File: src/rtl/dfcc_pkg.sv
`default_nettype none

package dfcc_pkg;

	// curve storage
	localparam int unsigned STORED_POINTS = 12;
	localparam logic [3:0]  CURVE_POINTS  = 4'd12;
	localparam int unsigned WORD_W        = 60;
	localparam int unsigned POINT_W       = 15;
	localparam int unsigned TEMP_W        = 7;
	localparam int unsigned DUTY_W        = 8;
	localparam int unsigned AVG_W         = 15;

	localparam logic [DUTY_W-1:0] DUTY_FULL = 8'd198;
	localparam logic [DUTY_W-1:0] HOLD_BAND = 8'd6;

	// average weights, sum to 256
	localparam logic [7:0] ALPHA_KEEP = 8'd205;
	localparam logic [7:0] ALPHA_NEW  = 8'd51;
	localparam logic [15:0] ROUND_HALF = 16'd128;

	// serial divider sizes
	localparam int unsigned NUM_W     = 15;
	localparam int unsigned DEN_W     = 7;
	localparam int unsigned DIV_STEPS = NUM_W;
	localparam int unsigned DIV_CNT_W = 4;

	// configuration register indexes
	localparam int unsigned CFG_IDX_W = 4;
	localparam logic [CFG_IDX_W-1:0] CFG_CPU_A  = 4'd0;
	localparam logic [CFG_IDX_W-1:0] CFG_CPU_B  = 4'd1;
	localparam logic [CFG_IDX_W-1:0] CFG_CPU_C  = 4'd2;
	localparam logic [CFG_IDX_W-1:0] CFG_SYS_A  = 4'd3;
	localparam logic [CFG_IDX_W-1:0] CFG_SYS_B  = 4'd4;
	localparam logic [CFG_IDX_W-1:0] CFG_SYS_C  = 4'd5;
	localparam logic [CFG_IDX_W-1:0] CFG_COUNTS = 4'd6;
	localparam logic [CFG_IDX_W-1:0] CFG_CRIT   = 4'd7;

	localparam logic [WORD_W-1:0] RST_CPU_A  = 60'd633258712040868864;
	localparam logic [WORD_W-1:0] RST_CPU_B  = 60'd25430;
	localparam logic [WORD_W-1:0] RST_CPU_C  = 60'd0;
	localparam logic [WORD_W-1:0] RST_SYS_A  = 60'd767597435841682304;
	localparam logic [WORD_W-1:0] RST_SYS_B  = 60'd25404;
	localparam logic [WORD_W-1:0] RST_SYS_C  = 60'd0;
	localparam logic [7:0]        RST_COUNTS = 8'd85;
	localparam logic [13:0]       RST_CRIT   = 14'd7768;

	typedef enum logic [3:0] {
		S_IDLE,
		S_AVG,
		S_ROUND,
		S_FIRST,
		S_LAST,
		S_SCAN,
		S_MUL,
		S_DIV,
		S_FINISH,
		S_EMIT
	} state_t;

	typedef struct packed {
		logic             start;
		logic [NUM_W-1:0] num;
		logic [DEN_W-1:0] den;
	} div_req_t;

	typedef struct packed {
		logic             done;
		logic [NUM_W-1:0] quot;
	} div_rsp_t;

endpackage

`default_nettype wire

File: src/rtl/dfcc_div.sv
`default_nettype none

module dfcc_div
	import dfcc_pkg::*;
(
	input  wire logic     clk,
	input  wire logic     arst_n,
	input  wire div_req_t req,
	output div_rsp_t      rsp
);

	logic                 busy_q;
	logic                 done_q;
	logic [DIV_CNT_W-1:0] cnt_q;
	logic [DEN_W-1:0]     rem_q;
	logic [NUM_W-1:0]     quo_q;
	logic [DEN_W-1:0]     den_q;

	logic [DEN_W:0]       trial;
	logic                 ge;
	logic [DEN_W:0]       rem_next;

	// restoring division, one quotient bit per cycle
	always_comb begin
		trial    = {rem_q, quo_q[NUM_W-1]};
		ge       = trial >= {1'b0, den_q};
		rem_next = ge ? trial - {1'b0, den_q} : trial;
	end

	always_ff @(posedge clk or negedge arst_n) begin
		if (!arst_n) begin
			busy_q <= 1'b0;
			done_q <= 1'b0;
			cnt_q  <= '0;
		end else begin
			done_q <= 1'b0;
			if (req.start) begin
				busy_q <= 1'b1;
				cnt_q  <= '0;
			end else if (busy_q) begin
				cnt_q <= cnt_q + 1'b1;
				if (cnt_q == DIV_CNT_W'(DIV_STEPS - 1)) begin
					busy_q <= 1'b0;
					done_q <= 1'b1;
				end
			end
		end
	end

	always_ff @(posedge clk) begin
		if (req.start) begin
			rem_q <= '0;
			quo_q <= req.num;
			den_q <= req.den;
		end else if (busy_q) begin
			rem_q <= rem_next[DEN_W-1:0];
			quo_q <= {quo_q[NUM_W-2:0], ge};
		end
	end

	assign rsp = {done_q, quo_q};

endmodule

`default_nettype wire

File: src/rtl/dual_fan_curve_controller.sv
`default_nettype none

// Two-channel fan duty controller. Each input item carries a raw CPU and a raw
// system temperature with their present flags; each result carries both duties
// (198 is full) and both smoothed temperatures with their valid flags. The
// channels run one after the other through one small sequencer: average
// update, rounding, a curve scan that reads one point per cycle, and a 15-step
// serial divider for the interpolation, shared by both channels. A channel
// stops at the first point (or has no average or an empty curve), clamps at
// the last point, or scans on and interpolates; the point scan and the wait
// on the divider make the interpolating path the longest. A finished item also
// waits until the output register is free. A new item is taken once the
// previous one is in the output register, even while that result still waits.
// Configuration writes are always ready, and a write to an index up to 7 clears
// the held duties of both channels; write only while no item is in flight.
module dual_fan_curve_controller
	import dfcc_pkg::*;
(
	input  wire logic                 clk,
	input  wire logic                 arst_n,

	input  wire logic                 s_axis_tvalid,
	output logic                      s_axis_tready,
	// [6:0] cpu_temp_raw, [7] cpu_temp_ok, [14:8] sys_temp_raw, [15] sys_temp_ok
	input  wire logic [15:0]          s_axis_tdata,

	output logic                      m_axis_tvalid,
	input  wire logic                 m_axis_tready,
	// [7:0] cpu_pwm, [15:8] sys_pwm, [22:16] cpu_temp_smooth, [23] cpu_smooth_ok,
	// [30:24] sys_temp_smooth, [31] sys_smooth_ok
	output logic [31:0]               m_axis_tdata,

	input  wire logic                 cfg_valid,
	output logic                      cfg_ready,
	input  wire logic [CFG_IDX_W-1:0] cfg_index,
	input  wire logic [WORD_W-1:0]    cfg_data
);

	state_t state_q, state_d;

	// configuration
	logic [WORD_W-1:0] curve_q [2][3];
	logic [7:0]        counts_q;
	logic [13:0]       crit_q;
	logic              cfg_wr;
	logic              held_clr;

	// per-channel state
	logic [AVG_W-1:0]  avg_q      [2];
	logic              avg_ok_q   [2];
	logic [DUTY_W-1:0] held_q     [2];
	logic              held_ok_q  [2];
	logic [TEMP_W-1:0] smooth_q   [2];

	// item registers
	logic              ch_q;
	logic [TEMP_W-1:0] raw_q [2];
	logic              ok_q  [2];
	logic [TEMP_W-1:0] temp_q;
	logic [3:0]        pidx_q;
	logic [TEMP_W-1:0] prev_t_q, cur_t_q;
	logic [DUTY_W-1:0] prev_d_q, cur_d_q, duty_q;
	logic              neg_q;

	logic              out_valid_q;
	logic [31:0]       out_data_q;

	// point fetch
	logic [WORD_W-1:0]  word_sel;
	logic [POINT_W-1:0] point;
	logic [TEMP_W-1:0]  pt_t;
	logic [DUTY_W-1:0]  pt_d;
	logic [3:0]         n_raw, n_pts, n_last;

	// arithmetic
	logic [23:0]        avg_sum;
	logic [AVG_W-1:0]   avg_new;
	logic [15:0]        round_sum;
	logic [DUTY_W-1:0]  dd;
	logic [TEMP_W-1:0]  dt;
	logic [DUTY_W-1:0]  q8;
	logic [DUTY_W-1:0]  d_fin, diff;
	logic               take;
	logic               out_free;

	div_req_t div_req;
	div_rsp_t div_rsp;

	dfcc_div u_div (
		.clk    (clk),
		.arst_n (arst_n),
		.req    (div_req),
		.rsp    (div_rsp)
	);

	assign cfg_ready = 1'b1;
	assign cfg_wr    = cfg_valid && cfg_ready;
	assign held_clr  = cfg_wr && (cfg_index <= CFG_CRIT);
	assign out_free  = !out_valid_q || m_axis_tready;

	always_comb begin
		case (pidx_q[3:2])
			2'd0:    word_sel = curve_q[ch_q][0];
			2'd1:    word_sel = curve_q[ch_q][1];
			default: word_sel = curve_q[ch_q][2];
		endcase
		case (pidx_q[1:0])
			2'd0:    point = word_sel[14:0];
			2'd1:    point = word_sel[29:15];
			2'd2:    point = word_sel[44:30];
			default: point = word_sel[59:45];
		endcase
		pt_t   = point[6:0];
		pt_d   = (point[14:7] > DUTY_FULL) ? DUTY_FULL : point[14:7];
		n_raw  = ch_q ? counts_q[7:4] : counts_q[3:0];
		n_pts  = (n_raw > CURVE_POINTS) ? CURVE_POINTS : n_raw;
		n_last = n_pts - 4'd1;
	end

	always_comb begin
		avg_sum   = 24'(avg_q[ch_q]) * 24'(ALPHA_KEEP)
		          + 24'({raw_q[ch_q], 8'b0}) * 24'(ALPHA_NEW);
		avg_new   = avg_sum[22:8];
		round_sum = 16'(avg_q[ch_q]) + ROUND_HALF;
		dd        = (cur_d_q >= prev_d_q) ? cur_d_q - prev_d_q : prev_d_q - cur_d_q;
		dt        = temp_q - prev_t_q;
		q8        = div_rsp.quot[DUTY_W-1:0];
		d_fin     = (ok_q[ch_q] && raw_q[ch_q] >= (ch_q ? crit_q[13:7] : crit_q[6:0]))
		          ? DUTY_FULL : duty_q;
		diff      = (d_fin >= held_q[ch_q]) ? d_fin - held_q[ch_q] : held_q[ch_q] - d_fin;
		take      = !held_ok_q[ch_q] || d_fin == DUTY_FULL || diff >= HOLD_BAND;
	end

	// next state
	always_comb begin
		state_d = state_q;
		unique case (state_q)
			S_IDLE:   if (s_axis_tvalid) state_d = S_AVG;
			S_AVG:    state_d = S_ROUND;
			S_ROUND:  state_d = S_FIRST;
			S_FIRST: begin
				if (!avg_ok_q[ch_q] || n_pts == 4'd0 || temp_q <= pt_t) begin
					state_d = S_FINISH;
				end else begin
					state_d = S_LAST;
				end
			end
			S_LAST:   state_d = (temp_q >= pt_t) ? S_FINISH : S_SCAN;
			S_SCAN:   if (temp_q <= pt_t) state_d = S_MUL;
			S_MUL:    state_d = S_DIV;
			S_DIV:    if (div_rsp.done) state_d = S_FINISH;
			S_FINISH: state_d = ch_q ? S_EMIT : S_AVG;
			S_EMIT:   if (out_free) state_d = S_IDLE;
			default:  state_d = S_IDLE;
		endcase
	end

	// outputs
	always_comb begin
		s_axis_tready = (state_q == S_IDLE);
		div_req.start = (state_q == S_MUL);
		div_req.num   = NUM_W'(dd) * NUM_W'(dt);
		div_req.den   = cur_t_q - prev_t_q;
	end

	always_ff @(posedge clk or negedge arst_n) begin
		if (!arst_n) begin
			state_q     <= S_IDLE;
			out_valid_q <= 1'b0;
			ch_q        <= 1'b0;
			curve_q[0][0] <= RST_CPU_A;
			curve_q[0][1] <= RST_CPU_B;
			curve_q[0][2] <= RST_CPU_C;
			curve_q[1][0] <= RST_SYS_A;
			curve_q[1][1] <= RST_SYS_B;
			curve_q[1][2] <= RST_SYS_C;
			counts_q    <= RST_COUNTS;
			crit_q      <= RST_CRIT;
			for (int c = 0; c < 2; c++) begin
				avg_q[c]     <= '0;
				avg_ok_q[c]  <= 1'b0;
				held_q[c]    <= '0;
				held_ok_q[c] <= 1'b0;
				smooth_q[c]  <= '0;
			end
		end else begin
			state_q <= state_d;
			if (state_q == S_EMIT && out_free) begin
				out_valid_q <= 1'b1;
			end else if (m_axis_tvalid && m_axis_tready) begin
				out_valid_q <= 1'b0;
			end

			if (cfg_wr) begin
				unique case (cfg_index)
					CFG_CPU_A:  curve_q[0][0] <= cfg_data;
					CFG_CPU_B:  curve_q[0][1] <= cfg_data;
					CFG_CPU_C:  curve_q[0][2] <= cfg_data;
					CFG_SYS_A:  curve_q[1][0] <= cfg_data;
					CFG_SYS_B:  curve_q[1][1] <= cfg_data;
					CFG_SYS_C:  curve_q[1][2] <= cfg_data;
					CFG_COUNTS: counts_q <= cfg_data[7:0];
					CFG_CRIT:   crit_q <= cfg_data[13:0];
					default:    ;
				endcase
			end
			if (held_clr) begin
				held_ok_q[0] <= 1'b0;
				held_ok_q[1] <= 1'b0;
			end

			case (state_q)
				S_IDLE: ch_q <= 1'b0;
				S_AVG: begin
					if (ok_q[ch_q]) begin
						avg_ok_q[ch_q] <= 1'b1;
						avg_q[ch_q]    <= avg_ok_q[ch_q] ? avg_new : {raw_q[ch_q], 8'b0};
					end
				end
				S_ROUND: smooth_q[ch_q] <= avg_ok_q[ch_q] ? round_sum[14:8] : '0;
				S_FINISH: begin
					if (take) begin
						held_q[ch_q] <= d_fin;
						if (!held_clr) held_ok_q[ch_q] <= 1'b1;
					end
					ch_q <= 1'b1;
				end
				default: ;
			endcase
		end
	end

	// item datapath
	always_ff @(posedge clk) begin
		case (state_q)
			S_IDLE: begin
				raw_q[0] <= s_axis_tdata[6:0];
				ok_q[0]  <= s_axis_tdata[7];
				raw_q[1] <= s_axis_tdata[14:8];
				ok_q[1]  <= s_axis_tdata[15];
			end
			S_ROUND: begin
				temp_q <= round_sum[14:8];
				pidx_q <= '0;
			end
			S_FIRST: begin
				duty_q   <= (!avg_ok_q[ch_q] || n_pts == 4'd0) ? DUTY_FULL : pt_d;
				prev_t_q <= pt_t;
				prev_d_q <= pt_d;
				pidx_q   <= n_last;
			end
			S_LAST: begin
				duty_q <= pt_d;
				pidx_q <= 4'd1;
			end
			S_SCAN: begin
				if (temp_q <= pt_t) begin
					cur_t_q <= pt_t;
					cur_d_q <= pt_d;
				end else begin
					prev_t_q <= pt_t;
					prev_d_q <= pt_d;
					pidx_q   <= pidx_q + 4'd1;
				end
			end
			S_MUL: neg_q <= cur_d_q < prev_d_q;
			S_DIV: if (div_rsp.done) duty_q <= neg_q ? prev_d_q - q8 : prev_d_q + q8;
			S_EMIT: begin
				if (out_free) begin
					out_data_q <= {avg_ok_q[1], smooth_q[1], avg_ok_q[0], smooth_q[0],
					               held_q[1], held_q[0]};
				end
			end
			default: ;
		endcase
	end

	assign m_axis_tvalid = out_valid_q;
	assign m_axis_tdata  = out_data_q;

endmodule

`default_nettype wire

File: config.mk
export PLATFORM = sky130hd
export DESIGN_NAME = dual_fan_curve_controller
export DESIGN_NICKNAME = d
export VERILOG_FILES = /design/src/rtl/dfcc_pkg.sv /design/src/rtl/dfcc_div.sv /design/src/rtl/dual_fan_curve_controller.sv
export SDC_FILE = /design/constraint.sdc
export NUM_CORES = 1
export LEC_CHECK = 0
export ABC_AREA = 1
export BUFFER_PORTS_ARGS = -buffer_cell sky130_fd_sc_hd__buf_2
export CAP_MARGIN = 5
export CORE_MARGIN = 10
export CORE_UTILIZATION = 55
export CTS_BUF_LIST = sky130_fd_sc_hd__clkbuf_16
export DETAILED_ROUTE_END_ITERATION = 10
export PLACE_DENSITY = 0.72
export SYNTH_ARGS = -nofsm -noshare
export SYNTH_HDL_FRONTEND = slang
export SYNTH_SLANG_ARGS = --single-unit
File: constraint.sdc
create_clock -name clk -period 8.8 [get_ports clk]
set_input_delay 0.44 -clock clk [delete_from_list [all_inputs] [get_ports clk]]
set_output_delay 0.44 -clock clk [all_outputs]
set_load 0.02 [all_outputs]
==> metrics.md, run 1 <==
| Metric | Value |
|---|---|
| Mapped Cells | `3,941` |
| Status | `finished, final reports clean` |
| Critical path class | `reg2reg` |
| CP max stage cell | `dfrtp_4` |
| Hold WC Path Type | `in2reg` |
| Synth area leader | `dfrtp_1` |
| Most used DFF post-synth | `dfrtp_1` |
| Drc violations | `0` |
| CTS tree | `built` |
| Clock transition at path regs | `~0.060 ns` |
| Reg2reg setup slack | `1.51 ns` |
| I/O Buffers | `118` |
| Layout cell share with drive strength beyond 1 | `about a tenth` |
| Syn Nets | `4,314` |
| CP most frequent cell | `ha_1` |
| Max incr delay on CP | `0.73 ns` |
| Pwr dens | `183.7 mW/mm^2` |
| Critical Path Source Type | `register` |
| Pin slew with the least headroom to its limit | `1.176 ns` |
| DRT Pass-1 Iters | `8` |
| Area grow syn2layout | `9.813%` |
| Place WS | `1.611 ns` |
| CP Data Arrival Time | `7.77 ns` |
| Syn avg cell area | `8.542 um^2` |
| Number of top-level pins | `120` |
| Vias/cell | `between 5 and 6` |
| FF-to-FF Start | `ch_q` |
| Tot GR Track Use | `approximately a quarter` |
| Pin count of the biggest net entering global routing | `172` |
| Initial antenna violation count | `2` |
| Layout Nets | `roughly 4,400` |
| Root buf cell | `clkbuf_16` |
| Clock Path Buffers | `3` |
| Vias in the first global route | `25,810` |
| Total power | `6790 uW` |
| Area contributors post-synth | `dfrtp_1 (28%), edfxtp_1 (11%), nand2_1 (11%)` |
| Crit-path max FO | `43` |
| Critical path data required time | `9.28 ns` |
| Max Transition Viols Final | `0` |
| Clock latency on the worst-skew pair | `0.65 ns` |
| Fmax | `137.2 MHz` |
| Post-synth EDFFs | `120` |
| Net Switching | `1765 uW` |
| Final setup violation count | `0` |
| Post-Route Skew | `roughly 0.039 ns` |
| Critical Path Source | `ch_q` |
| LEAKAGE | `0.01787 uW` |
| P_int | `5025 uW` |
| R2R depth | `29` |
| Cell Count Post-Placement | `between 4,000 and 5,000` |
| Starting Density | `55.67%` |
| Layout Utilization | `61.13%` |
| First-pass GRT wire length | `around 140 mm` |
| Core ar. | `between 0.06 and 0.07 mm^2` |
| Initial DRC Count | `2,371` |
| Die H | `approximately 270 um` |
| Final Hold Fails | `0` |
| FFs w/ async S/R, synth | `78.29%` |
| Combinational share of power | `between 10% and 20%` |
| Filler cells | `5,226` |
| Hold path cells | `3` |
| Site Rows | `90` |
| Switching Share | `between 20 and 30%` |
| Fin crit share | `82.81%` |
| Die area | `0.07150 mm^2` |
| MaxCap Viol Count | `0` |
| Register area share after synthesis | `around 45%` |
| Non-filler instance count after layout | `4,835` |
| DP HPWL | `58.60 mm` |
| GPL Wtd Cong | `0.9203` |
| Commonest non-fill, non-tap cell in the layout | `nand2_1` |
| Total gr overflow | `0` |
| Total CTS buffers | `61` |
| Worst VDD drop | `roughly 180 uV` |
| CTS Sinks | `585` |
| Final WL | `86.27 mm` |
| CTS H-tree depth | `2` |
| Most frequent cells in the layout | `nand2_1 (954), o21ai_0 (547), inv_1 (468)` |
| Average wire per standard cell | `17.84 um` |
| Final worst slack | `between 1.5 and 2 ns` |
| Worst r2r dst | `avg_q[13]` |
| Flop pwr share | `49.5%` |
| Detail Route Antenna Nets | `0` |
| Slew headroom | `21.30%` |
| Seq cells post-synth | `585` |
| Crit end category | `register` |
| Synthesized area | `0.03366 mm^2` |
| Syn. warnings | `0` |
| Post-synth top area share | `approximately 28%` |
| Fin crit period | `7.287 ns` |
| Post-synthesis cell type count | `64` |
| Hold Path Sink | `curve_q[38]` |
| Beginning of the worst hold path | `cfg_data[38]` |
| Via Count | `26,770` |
| Power share of the clock group | `39.1%` |
| TNS Setup | `0 ns` |
| RSZ-0062 raised after global routing | `no` |
| Die width | `267.4 um` |
[through the flow]
stage          hold WS, ns  instance area, um^2
6_report           0.01352                36970
5_1_grt            0.01350                36970
4_1_cts          0.0001740                36950
3_5_place_dp        0.4338                34630
3_3_place_gp        0.4296                34630
2_1_floorplan       0.1444                33660
[power groups by stage]
stage	clock network (uW)	registers, uW	logic, uW
floorplan	0	3360	524
global placement	0	3390	732
detailed placement	0	3400	759
CTS	2690	3360	773
global route	2800	3400	897
finish	2660	3360	769
[metal layers]
metal	global-route usage (%)	vias up	wire length (um)	share of wire, %
met1	33.57	12840	37990	44
li1	-	13000	-	-
met3	4.045	132	6010	7.0
met5	0	-	0	0
met2	38.79	809	39830	46
met4	7.846	0	2442	2.8
[registers in the layout, indices dropped and copies added, names as in the netlist, 2 cells and up]
register      flops
u_div.quo_q      15
temp_q            7
crit_q           14
held_q           16
u_div.rem_q       7
cur_d_q           8
prev_t_q          7
pidx_q            4
counts_q          8
u_div.cnt_q       4
avg_q            30
u_div.den_q       7
smooth_q         14
prev_d_q          8
cur_t_q           7
m_axis_tdata     32
curve_q         360
held_ok_q         2
duty_q            8
state_q           4
raw_q            14
avg_ok_q          2
ok_q              2
[cells in the mapped netlist, types with 17 or more instances]
| library cell | number |
|---|---|
| edfxtp_1 | 120 |
| fa_1 | 88 |
| o22ai_1 | 22 |
| dfstp_2 | 76 |
| ha_1 | 200 |
| clkbuf_1 | 97 |
| o21ai_1 | 83 |
| nor2_1 | 255 |
| buf_2 | 45 |
| inv_2 | 17 |
| dfrtp_1 | 382 |
| nand2_1 | 954 |
| xor2_1 | 45 |
| or2_2 | 19 |
| inv_1 | 458 |
| o21ai_0 | 547 |
| a21oi_1 | 135 |
| o221ai_1 | 26 |
| buf_6 | 17 |
| nand3_1 | 145 |
| xnor2_1 | 22 |
[cell type report]
| type | count | area, um^2 | area share (%) |
|---|---|---|---|
| diodes | 1 | 2.502 | 0.006770 |
| clock buffers | 67 | 1677 | 4.536 |
| clock inverters | 48 | 405.4 | 1.097 |
| inverters | 477 | 1798 | 4.864 |
| multi-input cells | 2704 | 15730 | 42.55 |
| flip-flops and latches | 585 | 15300 | 41.40 |
| well taps | 782 | 978.4 | 2.647 |
| repair buffers | 171 | 1074 | 2.904 |
[worst max-delay path by stage]
stage,end,depth (start not counted),slack (ns)
after global placement,avg_q[14],30,1.69
after floorplan,avg_q[13],30,2.13
after CTS,avg_q[13],29,1.57
final,avg_q[13],29,1.51
after global routing,avg_q[25],30,1.01
after detailed placement,avg_q[29],30,1.61
[cells by family after synthesis]
kind of cell / share of synthesized area, %
buf+inv: 7.999
mux: 0.05947
compound gates: 14.50
flops: 45.45
xor+xnor: 1.792
fa+ha+maj: 12.67
other cells: 0.01114
simple gates: 17.53
[critical path: cells and delay by family, from the launching register on]
kind                     cells  cell delay, ns
adder cells (fa/ha/maj)      9            3.69
AO/OA/AOI/OAI                7            1.25
AND/OR/NAND/NOR              7            0.84
flip-flops                   1            0.73
buffers and inverters        5            0.52
XOR/XNOR                     1            0.11
[repair_timing]
action                                 CTS  global route
gates resized for setup                  0             0
endpoints found under the hold margin   94             1
hold buffers                            24             1
buffers inserted                         0             0
(Power assumes the default switching activity.)
==> run 2, diff against run 1 <==
Clock period 8.8 ns to 6.9 ns, I/O delays scaled along.
==> metrics.md, run 2 (synthesis gave the netlist of run 1 again) <==
| Metric | Value |
|---|---|
| CTS Sinks | `585` |
| Crit-path max FO | `11` |
| Stages on the worst setup path | `27` |
| Critical path data required time | `7.38 ns` |
| Worst r2r dst | `avg_q[13]` |
| Area grow syn2layout | `10.74%` |
| CP most frequent cell | `fa_1` |
| Placed Area | `0.03469 mm^2` |
| I/O Buffers | `118` |
| Most frequent cells in the layout | `nand2_1 (954), o21ai_0 (544), inv_1 (473)` |
| Hold Path Sink | `curve_q[50]` |
| Critical Path Source | `ch_q` |
| Starting Density | `55.67%` |
| Drc violations | `0` |
| Pwr dens | `230.4 mW/mm^2` |
| Fin crit period | `6.558 ns` |
| Die H | `267.4 um` |
| CTS tree | `built` |
| FF-to-FF Start | `ch_q` |
| Hold WC Path Type | `in2reg` |
| Critical Path Source Type | `register` |
| Tot GR Track Use | `24.61%` |
| CP Data Arrival Time | `between 7 and 8 ns` |
| Clock transition at path regs | `roughly 0.060 ns` |
| Worst VDD drop | `about 220 uV` |
| Status | `finished, final reports clean` |
| Site Rows | `90` |
| Average wire per standard cell | `around 18 um` |
| Worst hold slack | `0.02180 ns` |
| Final WL | `86.73 mm` |
| Post-Route Skew | `approximately 0.025 ns` |
| First-pass GRT wire length | `about 140 mm` |
| Max incr delay on CP | `0.54 ns` |
| Design area | `between 0.03 and 0.04 mm^2` |
| LEAKAGE | `0.01804 uW` |
| Critical path class | `reg2reg` |
| Initial DRC Count | `2,441` |
| Fmax | `roughly 150 MHz` |
| Core ar. | `0.06047 mm^2` |
| Die area | `0.07150 mm^2` |
| Root buf cell | `clkbuf_16` |
| Vias in the first global route | `26,330` |
| Commonest non-fill, non-tap cell in the layout | `nand2_1` |
| Max Transition Viols Final | `0` |
| MaxCap Viol Count | `0` |
| Initial antenna violation count | `2` |
| Clock Path Buffers | `3` |
| Delay-heaviest family, CP | `adder cells` |
| CTS H-tree depth | `3` |
| Fin crit share | `a little over nine tenths` |
| GRT met3 Usage | `approximately 3.7%` |
| Clock latency on the worst-skew pair | `around 0.60 ns` |
| Largest reg by FF count | `curve_q` |
| GPL Wtd Cong | `0.9280` |
| CP max stage cell | `fa_1` |
| Pin count of the biggest net entering global routing | `177` |
| Crit end category | `register` |
| DP HPWL | `58.13 mm` |
| Filler cells | `5,237` |
| Final setup violation count | `0` |
| Met1 Resource Use GR | `33.58%` |
| Worst path bufs/invs | `5` |
| Reg2reg setup slack | `0.34 ns` |
| Most used routing layer | `met2` |
| Detail Route Antenna Nets | `0` |
| Layout cell share with drive strength beyond 1 | `between 10% and 20%` |
| Pin slew with the least headroom to its limit | `1.156 ns` |
| Layout Nets | `4,413` |
| Grt met2 use | `39.82%` |
| Slew headroom | `22.66%` |
| Final Hold Fails | `0` |
| Number of top-level pins | `between 100 and 150` |
| RSZ-0062 raised after global routing | `yes` |
| Beginning of the worst hold path | `cfg_data[50]` |
| Vias/cell | `5.528` |
| Total CTS buffers | `66` |
| Final worst slack | `0.3423 ns` |
| Hold path cells | `3` |
| Number of flip-flops in the largest register | `360` |
| Die width | `between 200 and 300 um` |
| Place WS | `0.1439 ns` |
| DRT Pass-1 Iters | `6` |
| R2R depth | `27` |
| Total gr overflow | `0` |
| Via Count | `26,940` |
run 2: through the flow:
step	cells	power (uW)	setup TNS (ns)	utilization, %
floorplan	3941	4959	0	-
global placement	4699	5262	0	57.37
finish	4874	8589	0	61.64
global route	4874	9001	-0.05060	61.64
detailed placement	4699	5303	0	57.37
CTS	4868	8644	0	61.56
run 2: where the power goes:
group,switching (uW),internal (uW),total [uW]
registers,217,4070,4290
clock network,1400,1910,3310
logic,612,378,991
run 2: how the worst max path moves through the flow:
stage | endpoint | slack [ns]
floorplan | avg_q[13] | 0.23
global placement | avg_q[13] | 0.27
detailed placement | avg_q[13] | 0.14
CTS | avg_q[13] | 0.10
global route | avg_q[13] | -0.03
finish | avg_q[13] | 0.34
run 2: final cells by class:
cell class,instances,area [um^2],share of cell area [%]
Clock buffer,70,1752,4.699
Sequential cell,585,15300,41.05
Clock inverter,48,272.8,0.7317
Multi-Input combinational cell,2704,15740,42.23
Tap cell,782,978.4,2.625
Timing Repair Buffer,206,1426,3.826
Inverter,477,1798,4.823
Antenna cell,2,5.005,0.01343
run 2: timing repair:
item,4_1_cts,5_1_grt
setup endpoints to repair,0,12
hold endpoints to repair,159,0
hold buffers,51,0
gates resized for setup,0,8
buffers inserted,0,4
run 2: worst reg2reg max path: cells and delay by family, from the launching register on:
kind / cells / cell delay, ns
compound gates: 5 / 0.75
xor+xnor: 1 / 0.16
fa+ha+maj: 9 / 3.89
buf+inv: 5 / 0.35
flops: 1 / 0.48
simple gates: 7 / 0.81
run 2: metal layers:
layer	up-vias	part of all wire [%]
li1	13070	-
met1	12940	45
met2	792	46
met3	149	6.0
met4	0	2.7
met5	-	0
